File: config.mk
export PLATFORM = sky130hd
export DESIGN_NAME = escape_sequence_decoder
export DESIGN_NICKNAME = d
export VERILOG_FILES = /design/src/design/esd_pkg.sv /design/src/design/esd_front.sv /design/src/design/esd_queue.sv /design/src/design/esd_back.sv /design/src/design/escape_sequence_decoder.sv
export SDC_FILE = /design/constraint.sdc
export NUM_CORES = 1
export LEC_CHECK = 0
export ABC_CLOCK_PERIOD_IN_PS = 5700
export BUFFER_PORTS_ARGS = -buffer_cell sky130_fd_sc_hd__buf_2
export CORE_MARGIN = 4
export CORE_UTILIZATION = 54
export CTS_BUF_LIST = sky130_fd_sc_hd__clkbuf_16
export DETAILED_ROUTE_END_ITERATION = 6
export GPL_TIMING_DRIVEN = 0
export PLACE_DENSITY = 0.76
export RECOVER_POWER = 50
export SLEW_MARGIN = 20
export SYNTH_ARGS = -nofsm -noshare
export SYNTH_HDL_FRONTEND = slang
export SYNTH_SLANG_ARGS = --single-unit
File: constraint.sdc
create_clock -name clk -period 5.7 [get_ports clk]
set_input_delay 0.57 -clock clk [delete_from_list [all_inputs] [get_ports clk]]
set_output_delay 0.57 -clock clk [all_outputs]
set_load 0.02 [all_outputs]
File: src/design/esd_pkg.sv
// Shared types and character constants for the escape sequence decoder.
package esd_pkg;

    localparam logic [7:0] CH_NUL   = 8'h00;
    localparam logic [7:0] CH_TAB   = 8'h09;
    localparam logic [7:0] CH_LF    = 8'h0a;
    localparam logic [7:0] CH_BS    = 8'h08;
    localparam logic [7:0] CH_CR    = 8'h0d;
    localparam logic [7:0] CH_SPACE = 8'h20;
    localparam logic [7:0] CH_QUOTE = 8'h22;
    localparam logic [7:0] CH_MINUS = 8'h2d;
    localparam logic [7:0] CH_ZERO  = 8'h30;
    localparam logic [7:0] CH_SEVEN = 8'h37;
    localparam logic [7:0] CH_UP_K  = 8'h4b;
    localparam logic [7:0] CH_UP_N  = 8'h4e;
    localparam logic [7:0] CH_BSL   = 8'h5c;
    localparam logic [7:0] CH_CARET = 8'h5e;
    localparam logic [7:0] CH_LO_B  = 8'h62;
    localparam logic [7:0] CH_LO_C  = 8'h63;
    localparam logic [7:0] CH_LO_D  = 8'h64;
    localparam logic [7:0] CH_LO_L  = 8'h6c;
    localparam logic [7:0] CH_LO_N  = 8'h6e;
    localparam logic [7:0] CH_LO_P  = 8'h70;
    localparam logic [7:0] CH_LO_R  = 8'h72;
    localparam logic [7:0] CH_LO_S  = 8'h73;
    localparam logic [7:0] CH_LO_T  = 8'h74;
    localparam logic [7:0] CARET_MASK = 8'h1f;

    localparam int SLOTS = 3;

    typedef struct packed {
        logic       kind;
        logic [7:0] in_byte;
    } in_item_t;

    typedef struct packed {
        logic [7:0] out_byte;
        logic       string_end;
        logic       last_of_run;
    } out_item_t;

    typedef struct packed {
        logic [7:0] data;
        logic       string_end;
    } slot_t;

    // All results caused by one input item, oldest in slot 0
    typedef struct packed {
        logic [1:0]            cnt;
        slot_t [SLOTS-1:0]     slots;
    } bundle_t;

endpackage

File: src/design/esd_front.sv
// Front end: parses input bytes, tracks escape state, builds result bundles.
module esd_front (
    input  logic              clk,
    input  logic              rst_n,
    input  logic              cfg_we,
    input  logic              cfg_data,
    input  logic              in_fire,
    input  esd_pkg::in_item_t in_item,
    output logic              bundle_push,
    output esd_pkg::bundle_t  bundle
);

    typedef enum logic [3:0] {
        MODE_NORMAL = 4'b0001,
        MODE_CARET  = 4'b0010,
        MODE_BSLASH = 4'b0100,
        MODE_OCTAL  = 4'b1000
    } mode_t;

    mode_t      mode_reg, mode_next;
    logic [7:0] oval_reg, oval_next;
    logic       ovf_reg, ovf_next;
    logic       sup_reg, sup_next;
    logic       send_mode_reg;

    logic [7:0] c;
    logic       is_end;
    logic       c_octal;
    logic [2:0] c_digit;
    logic       fo_special;
    logic [7:0] fo_b0, fo_b1;
    logic [2:0] raw_vld;
    logic [7:0] raw_byte [3];
    logic       term;
    logic       sup;
    logic [1:0] kcnt;
    esd_pkg::bundle_t bnd;

    assign c       = in_item.in_byte;
    assign is_end  = in_item.kind || (c == esd_pkg::CH_NUL);
    assign c_octal = (c >= esd_pkg::CH_ZERO) && (c <= esd_pkg::CH_SEVEN);
    assign c_digit = c[2:0];

    // Close of an octal run: exact 0 and 92 expand to two bytes
    assign fo_special = !ovf_reg && ((oval_reg == esd_pkg::CH_NUL) || (oval_reg == esd_pkg::CH_BSL));
    assign fo_b0 = fo_special ? esd_pkg::CH_BSL : oval_reg;
    assign fo_b1 = (oval_reg != esd_pkg::CH_NUL) ? esd_pkg::CH_BSL : esd_pkg::CH_UP_N;

    always_comb
    begin
        mode_next   = mode_reg;
        oval_next   = oval_reg;
        ovf_next    = ovf_reg;
        raw_vld     = 3'b000;
        raw_byte[0] = c;
        raw_byte[1] = c;
        raw_byte[2] = c;
        term        = 1'b0;

        if (is_end)
        begin
            if (mode_reg == MODE_OCTAL)
            begin
                raw_vld[0]  = 1'b1;
                raw_byte[0] = fo_b0;
                raw_vld[1]  = fo_special;
                raw_byte[1] = fo_b1;
            end
            term      = 1'b1;
            mode_next = MODE_NORMAL;
            oval_next = esd_pkg::CH_NUL;
            ovf_next  = 1'b0;
        end
        else
        begin
            case (mode_reg)
                MODE_CARET:
                begin
                    mode_next   = MODE_NORMAL;
                    raw_vld[0]  = 1'b1;
                    raw_byte[0] = c & esd_pkg::CARET_MASK;
                end
                MODE_BSLASH:
                begin
                    mode_next = MODE_NORMAL;
                    case (c)
                        esd_pkg::CH_LF: ;
                        esd_pkg::CH_LO_R:
                        begin
                            raw_vld[0]  = 1'b1;
                            raw_byte[0] = esd_pkg::CH_CR;
                        end
                        esd_pkg::CH_LO_N:
                        begin
                            raw_vld[0]  = 1'b1;
                            raw_byte[0] = esd_pkg::CH_LF;
                        end
                        esd_pkg::CH_LO_B:
                        begin
                            raw_vld[0]  = 1'b1;
                            raw_byte[0] = esd_pkg::CH_BS;
                        end
                        esd_pkg::CH_LO_S:
                        begin
                            raw_vld[0]  = 1'b1;
                            raw_byte[0] = esd_pkg::CH_SPACE;
                        end
                        esd_pkg::CH_LO_T:
                        begin
                            raw_vld[0]  = 1'b1;
                            raw_byte[0] = esd_pkg::CH_TAB;
                        end
                        esd_pkg::CH_MINUS:
                        begin
                            raw_vld[1:0] = 2'b11;
                            raw_byte[0]  = esd_pkg::CH_BSL;
                        end
                        esd_pkg::CH_BSL, esd_pkg::CH_LO_D, esd_pkg::CH_LO_P,
                        esd_pkg::CH_LO_L, esd_pkg::CH_LO_C, esd_pkg::CH_UP_K:
                        begin
                            // keep doubled in send mode, otherwise stands for itself
                            raw_vld[0] = 1'b1;
                            if (send_mode_reg)
                            begin
                                raw_vld[1]  = 1'b1;
                                raw_byte[0] = esd_pkg::CH_BSL;
                            end
                        end
                        default:
                        begin
                            if (c_octal)
                            begin
                                oval_next = {5'd0, c_digit};
                                ovf_next  = 1'b0;
                                mode_next = MODE_OCTAL;
                            end
                            else
                            begin
                                raw_vld[0] = 1'b1;
                            end
                        end
                    endcase
                end
                MODE_OCTAL:
                begin
                    if (c_octal)
                    begin
                        oval_next = {oval_reg[4:0], c_digit};
                        ovf_next  = ovf_reg || (oval_reg[7:5] != 3'd0);
                    end
                    else
                    begin
                        raw_vld[0]  = 1'b1;
                        raw_byte[0] = fo_b0;
                        raw_vld[1]  = fo_special;
                        raw_byte[1] = fo_b1;
                        oval_next   = esd_pkg::CH_NUL;
                        ovf_next    = 1'b0;
                        mode_next   = MODE_NORMAL;
                        if (c == esd_pkg::CH_CARET)
                        begin
                            mode_next = MODE_CARET;
                        end
                        else if (c == esd_pkg::CH_BSL)
                        begin
                            mode_next = MODE_BSLASH;
                        end
                        else if (c != esd_pkg::CH_QUOTE)
                        begin
                            raw_vld[2] = 1'b1;
                        end
                    end
                end
                default:
                begin
                    if (c == esd_pkg::CH_CARET)
                    begin
                        mode_next = MODE_CARET;
                    end
                    else if (c == esd_pkg::CH_BSL)
                    begin
                        mode_next = MODE_BSLASH;
                    end
                    else if (c != esd_pkg::CH_QUOTE)
                    begin
                        raw_vld[0] = 1'b1;
                    end
                end
            endcase
        end
    end

    // Drop bytes after a produced zero, pack survivors into slots, append the end marker
    always_comb
    begin
        sup  = sup_reg;
        kcnt = 2'd0;
        bnd  = '0;
        for (int k = 0; k < esd_pkg::SLOTS; k++)
        begin
            if (raw_vld[k] && !sup)
            begin
                if (raw_byte[k] == esd_pkg::CH_NUL)
                begin
                    sup = 1'b1;
                end
                else
                begin
                    bnd.slots[kcnt].data       = raw_byte[k];
                    bnd.slots[kcnt].string_end = 1'b0;
                    kcnt = kcnt + 2'd1;
                end
            end
        end
        if (term)
        begin
            bnd.slots[kcnt].data       = esd_pkg::CH_NUL;
            bnd.slots[kcnt].string_end = 1'b1;
            kcnt = kcnt + 2'd1;
        end
        bnd.cnt  = kcnt;
        sup_next = term ? 1'b0 : sup;
    end

    assign bundle      = bnd;
    assign bundle_push = in_fire && (bnd.cnt != 2'd0);

    always_ff @(posedge clk or negedge rst_n)
    begin
        if (!rst_n)
        begin
            mode_reg      <= MODE_NORMAL;
            oval_reg      <= 8'd0;
            ovf_reg       <= 1'b0;
            sup_reg       <= 1'b0;
            send_mode_reg <= 1'b0;
        end
        else
        begin
            if (cfg_we)
            begin
                send_mode_reg <= cfg_data;
            end
            if (in_fire)
            begin
                mode_reg <= mode_next;
                oval_reg <= oval_next;
                ovf_reg  <= ovf_next;
                sup_reg  <= sup_next;
            end
        end
    end

endmodule

File: src/design/esd_queue.sv
// Bundle queue between the parser and the result serializer.
module esd_queue #(
    parameter int DEPTH = 4
) (
    input  logic             clk,
    input  logic             rst_n,
    input  logic             push,
    input  esd_pkg::bundle_t wr_bundle,
    output logic             full,
    output logic             empty,
    input  logic             pop,
    output esd_pkg::bundle_t head
);

    localparam int PTR_W = (DEPTH > 1) ? $clog2(DEPTH) : 1;
    localparam int CNT_W = $clog2(DEPTH + 1);
    localparam logic [PTR_W-1:0] PTR_LAST = PTR_W'(DEPTH - 1);

    esd_pkg::bundle_t  entry_reg [DEPTH];
    logic [PTR_W-1:0]  wr_ptr_reg, wr_ptr_next;
    logic [PTR_W-1:0]  rd_ptr_reg, rd_ptr_next;
    logic [CNT_W-1:0]  count_reg, count_next;
    logic              do_push, do_pop;

    assign full    = (count_reg == CNT_W'(DEPTH));
    assign empty   = (count_reg == '0);
    assign do_push = push && !full;
    assign do_pop  = pop && !empty;
    assign head    = entry_reg[rd_ptr_reg];

    always_comb
    begin
        wr_ptr_next = wr_ptr_reg;
        rd_ptr_next = rd_ptr_reg;
        count_next  = count_reg;
        if (do_push)
        begin
            wr_ptr_next = (wr_ptr_reg == PTR_LAST) ? '0 : wr_ptr_reg + PTR_W'(1);
        end
        if (do_pop)
        begin
            rd_ptr_next = (rd_ptr_reg == PTR_LAST) ? '0 : rd_ptr_reg + PTR_W'(1);
        end
        if (do_push && !do_pop)
        begin
            count_next = count_reg + CNT_W'(1);
        end
        else if (do_pop && !do_push)
        begin
            count_next = count_reg - CNT_W'(1);
        end
    end

    always_ff @(posedge clk)
    begin
        if (do_push)
        begin
            entry_reg[wr_ptr_reg] <= wr_bundle;
        end
    end

    always_ff @(posedge clk or negedge rst_n)
    begin
        if (!rst_n)
        begin
            wr_ptr_reg <= '0;
            rd_ptr_reg <= '0;
            count_reg  <= '0;
        end
        else
        begin
            wr_ptr_reg <= wr_ptr_next;
            rd_ptr_reg <= rd_ptr_next;
            count_reg  <= count_next;
        end
    end

endmodule

File: src/design/esd_back.sv
// Back end: walks the head bundle and presents one result per transfer.
module esd_back (
    input  logic               clk,
    input  logic               rst_n,
    input  esd_pkg::bundle_t   head,
    input  logic               q_empty,
    output logic               q_pop,
    output logic               empty,
    input  logic               pop,
    output esd_pkg::out_item_t out_data
);

    logic [1:0]    idx_reg, idx_next;
    logic          last;
    esd_pkg::slot_t cur;

    assign cur   = head.slots[idx_reg];
    assign last  = (idx_reg == (head.cnt - 2'd1));
    assign empty = q_empty;
    assign q_pop = pop && !q_empty && last;

    assign out_data.out_byte    = cur.data;
    assign out_data.string_end  = cur.string_end;
    assign out_data.last_of_run = last;

    always_comb
    begin
        idx_next = idx_reg;
        if (pop && !q_empty)
        begin
            // advance within the bundle, wrap when its last result leaves
            idx_next = last ? 2'd0 : idx_reg + 2'd1;
        end
    end

    always_ff @(posedge clk or negedge rst_n)
    begin
        if (!rst_n)
        begin
            idx_reg <= 2'd0;
        end
        else
        begin
            idx_reg <= idx_next;
        end
    end

endmodule

File: src/design/escape_sequence_decoder.sv
// Top level of the escape sequence decoder: parser, bundle queue, serializer.
//
//  channel  | handshake         | payload
//  ---------+-------------------+---------------------------------------
//  input    | push / full       | in_data  (kind, in_byte)
//  result   | empty / pop       | out_data (out_byte, string_end, last_of_run)
//  config   | cfg_we            | cfg_data (send_mode)
//
// One input item is taken per cycle while the queue has room; the parser
// handles it in that cycle and enqueues its results (up to three) as one bundle.
// The result side presents one result per cycle while pop is high and results wait, so an
// item's results leave the serializer one by one; DEPTH bundles buffer the two sides.
// Reset clears the parse state, send_mode and the queue pointers.
module escape_sequence_decoder #(
    parameter int DEPTH = 4
) (
    input  logic               clk,
    input  logic               rst_n,
    input  logic               cfg_we,
    input  logic               cfg_data,
    input  logic               push,
    input  esd_pkg::in_item_t  in_data,
    output logic               full,
    output logic               empty,
    input  logic               pop,
    output esd_pkg::out_item_t out_data
);

    logic             in_fire;
    logic             bundle_push;
    esd_pkg::bundle_t bundle;
    esd_pkg::bundle_t head;
    logic             q_empty;
    logic             q_pop;

    assign in_fire = push && !full;

    esd_front u_front (
        .clk         (clk),
        .rst_n       (rst_n),
        .cfg_we      (cfg_we),
        .cfg_data    (cfg_data),
        .in_fire     (in_fire),
        .in_item     (in_data),
        .bundle_push (bundle_push),
        .bundle      (bundle)
    );

    esd_queue #(
        .DEPTH (DEPTH)
    ) u_queue (
        .clk       (clk),
        .rst_n     (rst_n),
        .push      (bundle_push),
        .wr_bundle (bundle),
        .full      (full),
        .empty     (q_empty),
        .pop       (q_pop),
        .head      (head)
    );

    esd_back u_back (
        .clk      (clk),
        .rst_n    (rst_n),
        .head     (head),
        .q_empty  (q_empty),
        .q_pop    (q_pop),
        .empty    (empty),
        .pop      (pop),
        .out_data (out_data)
    );

endmodule

==> results.toml, run 1 <==
[run_status]
outcome = "finished clean"

[setup_path]
timing.rr.start = "u_front.mode_reg[1]"
path_max_fanout = 10
r2r_cells = 28
cp_slowest_stage_delay_ns = 0.42
crit_family = "simple AND/OR/NAND/NOR gates"
rr_endpoint = "u_queue.count_reg[2]"
endpoint = "u_queue.count_reg[2]"
cp.depth = 30
rrSetupSlack_ns = 0.22
worstPathRequired_ns = 6.04
path_buf_inv = 5
cp.arrival_ns = 5.85
worstSetupEndpointType = "flop"
startpoint = "in_data[5]"
worst_path_most_repeated_cell = "nor2_1"
cp-start-kind = "primary input"
slowest_stage = "fa_1"
worstSetupPathType = "primary input to flop"

[finish]
instances_no_fill = 832
syn_to_final_growth_pct = 17.6
drive_above_1_share_pct = 25.5
largest_reg_flops = 116
nets = 672
diodes = 0
num-fill-cells = 975
stdcell_area_um2 = 8720

[global_route]
overflow = 0
grt_start_max_net_pins = 25
grt_pass1_vias = 5319
grt_pass1_wl_um = 28100
grtUsageTotal_pct = 23.2
antenna_found_initial = 0

[yosys]
syn_nets = 606
synth_top_family_by_area = "simple AND/OR/NAND/NOR gates"
yosysWarnings = 0
synth-xor-area-share_pct = 0.944
synth_adder_area_share_pct = 2.46
synthMuxAreaShare_pct = 10.7
synth-seq-cells = 140
synth_edf_count = 116
synth_area_um2 = 7420
avgSynthCellArea_um2 = 12.9
synth_seq_area_share_pct = 55.1
synthSimpleGateAreaFrac_pct = 16.0
synth.distinct_cells = 89
synth-compound-area-share_pct = 11.4
async_flop_share_pct = 17.1
synth_ff_type = "edfxtp_1"
syn_inst = 577

[clocking]
clockRootBuffer = "clkbuf_16"
numCtsBuffers = 17
cts.sinks = 140
cts_htree_levels = 4
cts.path.max_buffers = 2
postCtsHoldBufs = 0
clk_latency_ns = 0.42
clk_pin_slew_worst_paths_ns = 0.06
cts_tree = "yes"

[place]
placed_cells = 785
dpl_cell_area_um2 = 7970
place.gp.congestion = 0.866
place.port_buffers = 24
dp_hpwl_um = 12400

[power_and_ir_drop]
p_clk_share_pct = 28.5
power.density_nw_per_um2 = 429
peakVddDrop_mv = 0.208
switching_power_w = 0.00125
power.leakage_nw = 3.17
power.total_w = 0.00374
p_int_w = 0.00249
comb_power_share_pct = 34.2
p_sw_share_pct = 33.5
sequentialPowerShare_pct = 37.3

[drt]
routedWlPerCell_um = 21.2
first_iter_violations = 427
dr.pass1.iters = 5
drcViolationCount = 0
drt_wl_total_um = 17600
final_antenna_net_count = 0
dr_total_vias = 5270
detail_route.vias_per_cell = 6.33

[sta]
max-slew-margin-rel_pct = 8.43
fmax_mhz = 181
setup_viol = 0
timing.hold.ws_ns = 0.336
fin_crit_ns = 5.51
drv_slew = 0
fin_crit_sh_pct = 96.7
grt_setup_unrepaired = "false"
finalClockSkew_ns = 0.00899
finalHoldViolations = 0
tightest_slew_ns = 1.37

[floorplanning]
ios = 27
num_rows = 42
coreArea_um2 = 13300
die_x_um = 125
die_h_um = 125
dieArea_um2 = 15700
initial_core_util_pct = 55.6

[min_path]
hold_path_class = "primary input to flop"

[job]
cap_violations = 0
[worst register-to-register path, delay by kind of cell, from the launching register on]
family,cells,cell delay (ns)
adder cells (fa/ha/maj),5,1.36
flip-flops,1,0.37
XOR/XNOR,2,0.34
buffers and inverters,5,0.76
AND/OR/NAND/NOR,11,1.85
AO/OA/AOI/OAI,5,0.73
[layout by cell type, fill, tap and decap left out, types with 4 or more instances in the layout]
| cell type | synthesis | final |
|---|---|---|
| buf_8 | 0 | 5 |
| inv_1 | 21 | 21 |
| a21oi_1 | 20 | 21 |
| buf_1 | 10 | 6 |
| nand2_1 | 52 | 51 |
| nand2b_1 | 10 | 10 |
| clkbuf_16 | 0 | 17 |
| nand4b_1 | 4 | 4 |
| or2_2 | 5 | 5 |
| buf_4 | 3 | 22 |
| mux2i_1 | 11 | 11 |
| buf_2 | 11 | 17 |
| xor2_1 | 4 | 4 |
| o22ai_1 | 12 | 12 |
| ha_1 | 13 | 11 |
| nand3b_1 | 6 | 6 |
| buf_6 | 2 | 9 |
| and2_1 | 14 | 10 |
| nor3b_4 | 0 | 4 |
| clkinv_2 | 0 | 4 |
| nor3_1 | 9 | 9 |
| clkbuf_1 | 11 | 22 |
| nor2b_1 | 6 | 6 |
| xnor2_1 | 4 | 4 |
| nand3_1 | 11 | 11 |
| edfxtp_1 | 116 | 116 |
| or3_1 | 8 | 8 |
| mux4_2 | 29 | 29 |
| nor2_1 | 27 | 26 |
| o21ai_1 | 4 | 5 |
| o21ai_0 | 26 | 25 |
| dfrtp_1 | 23 | 23 |
[cell usage after synthesis, drive strengths merged (11+ instances only)]
cell / instances / share of area (%)
and2: 14 / 1.2
o21ai: 31 / 2.1
o22ai: 12 / 1.0
buf: 26 / 1.9
nand3: 12 / 0.98
dfrtp: 23 / 7.8
nand2: 52 / 2.6
clkbuf: 11 / 0.56
ha: 13 / 2.2
edfxtp: 116 / 47
inv: 21 / 1.1
a21oi: 24 / 1.8
mux2i: 11 / 1.5
nor2: 27 / 1.4
mux4: 29 / 8.8
[layer usage]
layer / global-route usage (%) / up-vias / routed length (um)
met1: 28.5 / 2648 / 6970
li1: - / 2363 / -
met3: 4.61 / 47 / 936
met2: 40.0 / 212 / 9210
met5: 0 / - / 0
met4: 10.3 / 0 / 527
[power groups by stage]
stage / combinational [W] / sequential (W) / clock (W)
2_1_floorplan: 0.000902 / 0.00138 / 0
3_3_place_gp: 0.00119 / 0.00140 / 0
3_5_place_dp: 0.00126 / 0.00142 / 0
4_1_cts: 0.00130 / 0.00140 / 0.00108
5_1_grt: 0.00138 / 0.00141 / 0.00113
6_report: 0.00128 / 0.00140 / 0.00107
[timing repair]
item                                    CTS  global route
buffers inserted                         11             6
resized for setup                        14            11
endpoints found under the setup margin  119            79
pin swaps                                10             7
[area by class of cell]
type | instances | area, um^2 | share of cell area, %
tap | 176 | 220 | 2.52
timing repair buffer | 49 | 339 | 3.89
buffer | 35 | 208 | 2.38
clock inverter | 15 | 148 | 1.69
sequential | 140 | 4090 | 46.8
clock buffer | 17 | 425 | 4.88
inverter | 21 | 78.8 | 0.904
multi-input combinational | 379 | 3220 | 36.9
[through the flow]
| step | worst slack, ns | setup TNS (ns) | util, % |
|---|---|---|---|
| finish | 0.189 | 0 | 65.4 |
| global route | 0.0179 | 0 | 65.4 |
| CTS | 0.0328 | 0 | 65.1 |
| detailed placement | -0.860 | -48.00 | 59.7 |
| global placement | -1.02 | -116.95 | 58.9 |
| floorplan | -0.113 | -0.113 | - |
[cells by family (layout without fill, tap and decap cells)]
logic type,Yosys count,in the layout
mux,43,43
fa+ha+maj,14,14
xor+xnor,8,8
buf+inv,58,137
compound gates,118,118
flops,140,140
simple gates,196,196
[how the worst min path moves through the flow]
stage | start | end | depth (start not counted)
2_1_floorplan | rst_n | u_back.idx_reg[0] | 0
3_3_place_gp | u_queue.count_reg[2] | u_queue.count_reg[2] | 1
3_5_place_dp | u_queue.count_reg[2] | u_queue.count_reg[2] | 1
4_1_cts | rst_n | u_front.send_mode_reg | 1
5_1_grt | cfg_we | u_front.send_mode_reg | 2
6_report | cfg_we | u_front.send_mode_reg | 2
No activity file was read; power rests on OpenSTA's default activity.
==> run 2: changes to the inputs <==
- CORE_UTILIZATION: 54 -> 56
- PLACE_DENSITY: 0.76 -> 0.78
==> results.toml, run 2 (synthesis gave the netlist of run 1 again) <==
[power_and_ir_drop]
sequentialPowerShare_pct = 36.9
p_sw_share_pct = 33.6
switching_power_w = 0.00128
power.leakage_nw = 3.19
peakVddDrop_mv = 0.216
p_clk_share_pct = 29.3
power.density_nw_per_um2 = 435
comb_power_share_pct = 33.9
power.total_w = 0.00381
p_int_w = 0.00253

[clocking]
postCtsHoldBufs = 0
cts_tree = "yes"
cts_htree_levels = 4
clk_latency_ns = 0.42
clk_pin_slew_worst_paths_ns = 0.06
numCtsBuffers = 17
cts.sinks = 140
cts.path.max_buffers = 2
clockRootBuffer = "clkbuf_16"

[floorplanning]
coreArea_um2 = 12800
dieArea_um2 = 15200
die_h_um = 123
num_rows = 41
ios = 27
die_x_um = 123
initial_core_util_pct = 58.1

[setup_path]
worstPathRequired_ns = 6.05
path_max_fanout = 5
slowest_stage = "or4_4"
path_buf_inv = 3
worstSetupEndpointType = "flop"
crit_family = "simple AND/OR/NAND/NOR gates"
cp.arrival_ns = 5.83
worstSetupPathType = "flop to flop"
cp-start-kind = "flop"
cp_slowest_stage_delay_ns = 0.58
worst_path_most_repeated_cell = "nor2_1"

[global_route]
antenna_found_initial = 0
overflow = 0
grtUsageTotal_pct = 26.3
grt_pass1_wl_um = 29300
grt_start_max_net_pins = 25
grt_pass1_vias = 5410

[drt]
final_antenna_net_count = 0
routedWlPerCell_um = 22.5
detail_route.vias_per_cell = 6.34
dr.pass1.iters = 6
drcViolationCount = 0
first_iter_violations = 535
dr_total_vias = 5265
drt_wl_total_um = 18700

[sta]
fin_crit_ns = 5.48
max-slew-margin-rel_pct = 10.3
finalClockSkew_ns = 0.0100
fmax_mhz = 183
tns_ns = 0
tightest_slew_ns = 1.35
timing.hold.ws_ns = 0.342
drv_slew = 0
fin_crit_sh_pct = 96.1
setup_viol = 0
finalHoldViolations = 0

[place]
place.gp.congestion = 0.940
dpl_cell_area_um2 = 7960
place.port_buffers = 24
dp_hpwl_um = 12900

[min_path]
hold_path_class = "primary input to flop"

[finish]
stdcell_area_um2 = 8750
postLayoutCoreUtil_pct = 68.5
num-fill-cells = 870
final_common_cell = "edfxtp_1"
diodes = 0
drive_above_1_share_pct = 26.0
nets = 674
syn_to_final_growth_pct = 18.0
largest_reg_flops = 116
seq_area_um2 = 4090
layout_common_cells = "edfxtp_1 (116), nand2_1 (51), mux4_2 (29)"
multi_input_area_um2 = 3230

[job]
cap_violations = 0

[run_status]
outcome = "finished clean"
## run 2: power by group through the flow
| stage | Sequential (W) | Combinational (W) | Clock, W |
|---|---|---|---|
| 2_1_floorplan | 0.00138 | 0.000902 | 0 |
| 3_3_place_gp | 0.00140 | 0.00119 | 0 |
| 3_5_place_dp | 0.00142 | 0.00126 | 0 |
| 4_1_cts | 0.00140 | 0.00129 | 0.00112 |
| 5_1_grt | 0.00142 | 0.00139 | 0.00118 |
| 6_report | 0.00140 | 0.00129 | 0.00112 |
## run 2: final cells by class
class                           instances  share of cell area [%]
Inverter                               21                   0.900
Clock inverter                         15                    1.94
Clock buffer                           17                    4.86
Multi-Input combinational cell        379                    36.9
Sequential cell                       140                    46.7
Timing Repair Buffer                   50                    3.89
Tap cell                              172                    2.46
Buffer                                 36                    2.42
## run 2: timing repair
action	4_1_cts	5_1_grt
pin swaps	4	11
buffers inserted	4	14
endpoints found under the setup margin	117	116
gates resized for setup	12	12
## run 2: per-layer routing
metal  GRT usage (%)  routed length, um  vias up
li1                -                  -     2363
met1            31.0               7170     2647
met2            46.3               9870      204
met3            5.49               1020       51
met4            12.1                634        0
met5               0                  0        -
## run 2: per-stage QoR
stage	setup slack, ns	instances
final	0.221	830
after global routing	-0.0213	830
after CTS	0.00468	817
after detailed placement	-0.918	781
after global placement	-1.07	773
after floorplan	-0.113	577
## run 2: worst paths after layout
kind / startpoint / to / slack [ns] / depth (start not counted)
min reg2reg: u_queue.count_reg[2] / u_queue.count_reg[2] / 0.49 / 1
max reg2reg: u_front.oval_reg[2] / u_queue.count_reg[2] / 0.22 / 28
max in group asynchronous: rst_n / u_queue.count_reg[1] / 4.47 / 1
min: cfg_we / u_front.send_mode_reg / 0.34 / 2
min in group asynchronous: rst_n / u_front.send_mode_reg / 0.43 / 1
max: u_front.oval_reg[2] / u_queue.count_reg[2] / 0.22 / 28
==> run 3: changes to the inputs <==
- CORE_MARGIN: 4 -> unset
==> results.toml, run 3 (synthesis gave the netlist of run 1 again) <==
[run_status]
outcome = "finished clean"

[clocking]
cts_htree_levels = 4
clk_pin_slew_worst_paths_ns = 0.07
clk_latency_ns = 0.42
clockRootBuffer = "clkbuf_16"
numCtsBuffers = 17
postCtsHoldBufs = 0
cts.path.max_buffers = 2
cts.sinks = 140
cts_tree = "yes"

[setup_path]
cp_slowest_stage_delay_ns = 0.55
worstSetupEndpointType = "flop"
slowest_stage = "or4b_4"
path_buf_inv = 4
worst_path_most_repeated_cell = "nor2_1"
worstSetupPathType = "flop to flop"
worstPathRequired_ns = 6.04
path_max_fanout = 8
crit_family = "simple AND/OR/NAND/NOR gates"
cp.arrival_ns = 5.87
cp-start-kind = "flop"

[sta]
tns_ns = 0
fmax_mhz = 181
fin_crit_sh_pct = 97.1
setup_ws_ns = 0.164
timing.hold.ws_ns = 0.336
finalHoldViolations = 0
fin_crit_ns = 5.54
finalClockSkew_ns = 0.0147
setup_viol = 0
tightest_slew_ns = 1.39
max-slew-margin-rel_pct = 7.19
drv_slew = 0

[place]
dp_hpwl_um = 12200
place.port_buffers = 24
place.gp.congestion = 0.964
place_ws_ns = -0.914
dpl_cell_area_um2 = 7970

[job]
cap_violations = 0

[power_and_ir_drop]
switching_power_w = 0.00128
peakVddDrop_mv = 0.217
comb_power_share_pct = 34.5
p_clk_share_pct = 29.0
power.leakage_nw = 3.23
p_int_w = 0.00257
p_sw_share_pct = 33.2
power.density_nw_per_um2 = 434
sequentialPowerShare_pct = 36.5

[floorplanning]
die_x_um = 117
ios = 27
num_rows = 41
dieArea_um2 = 13700
coreArea_um2 = 12800
die_h_um = 117
initial_core_util_pct = 58.1

[global_route]
grt_pass1_wl_um = 27300
grtUsageTotal_pct = 27.9
antenna_found_initial = 0
grt_start_max_net_pins = 25
grt_pass1_vias = 4985
overflow = 0

[drt]
first_iter_violations = 470
dr.pass1.iters = 7
drt_wl_total_um = 18300
dr_total_vias = 5311
drcViolationCount = 0
final_antenna_net_count = 0
detail_route.vias_per_cell = 6.35
routedWlPerCell_um = 21.9

[min_path]
hold_path_class = "primary input to flop"

[finish]
final_common_cell = "edfxtp_1"
stdcell_area_um2 = 8870
nets = 681
diodes = 0
layout_common_cells = "edfxtp_1 (116), nand2_1 (51), buf_4 (30)"
largest_reg_flops = 116
drive_above_1_share_pct = 27.7
syn_to_final_growth_pct = 19.5
-- run 3: layout make-up --
class | count | area [um^2]
Clock buffer | 17 | 425
Timing Repair Buffer | 58 | 428
Multi-Input combinational cell | 379 | 3250
Tap cell | 172 | 215
Sequential cell | 140 | 4090
Fill cell | 879 | 3910
Clock inverter | 15 | 170
Inverter | 21 | 78.8
Buffer | 35 | 213
-- run 3: timing repair --
| action | in CTS | in global routing |
|---|---|---|
| pin swaps | 8 | 14 |
| setup buffers | 14 | 11 |
| gates resized for setup | 9 | 24 |
| gates cloned | 0 | 1 |
| setup endpoints to repair | 124 | 69 |
| hold endpoints to repair | 0 | 0 |
-- run 3: worst paths after layout --
kind | startpoint | endpoint | slack [ns] | cells past startpoint
min in group asynchronous | rst_n | u_front.send_mode_reg | 0.45 | 1
max | u_front.mode_reg[1] | u_queue.count_reg[2] | 0.16 | 29
min | cfg_we | u_front.send_mode_reg | 0.34 | 2
max reg2reg | u_front.mode_reg[1] | u_queue.count_reg[2] | 0.16 | 29
min reg2reg | u_queue.count_reg[2] | u_queue.count_reg[2] | 0.50 | 1
max in group asynchronous | rst_n | u_front.oval_reg[3] | 4.33 | 1
-- run 3: power by group through the flow --
stage	logic (W)	clock network [W]	registers [W]
floorplan	0.000902	0	0.00138
global placement	0.00119	0	0.00140
detailed placement	0.00125	0	0.00142
CTS	0.00130	0.00113	0.00140
global route	0.00144	0.00116	0.00142
finish	0.00133	0.00112	0.00140
-- run 3: metal layers --
metal  vias to the layer above  routed length, um  GRT usage [%]
met5                         -                  0              0
li1                       2383                  -              -
met1                      2655               7240           34.7
met3                        38               1210           4.63
met4                         0                408           9.28
met2                       235               9460           49.7
-- run 3: stage by stage --
step | power (W) | util, % | instances
after floorplan | 0.00228 | - | 577
after global placement | 0.00259 | 61.6 | 773
final | 0.00385 | 69.4 | 837
after CTS | 0.00383 | 68.2 | 827
after detailed placement | 0.00267 | 62.4 | 781
after global routing | 0.00402 | 69.4 | 837
-- run 3: worst reg2reg max path, delay by kind of cell, from the launching register on --
family          cells  cell delay, ns
simple gates       13            2.29
xor+xnor            2            0.32
flops               1            0.36
buf+inv             4            0.52
fa+ha+maj           5            1.37
compound gates      5            0.61
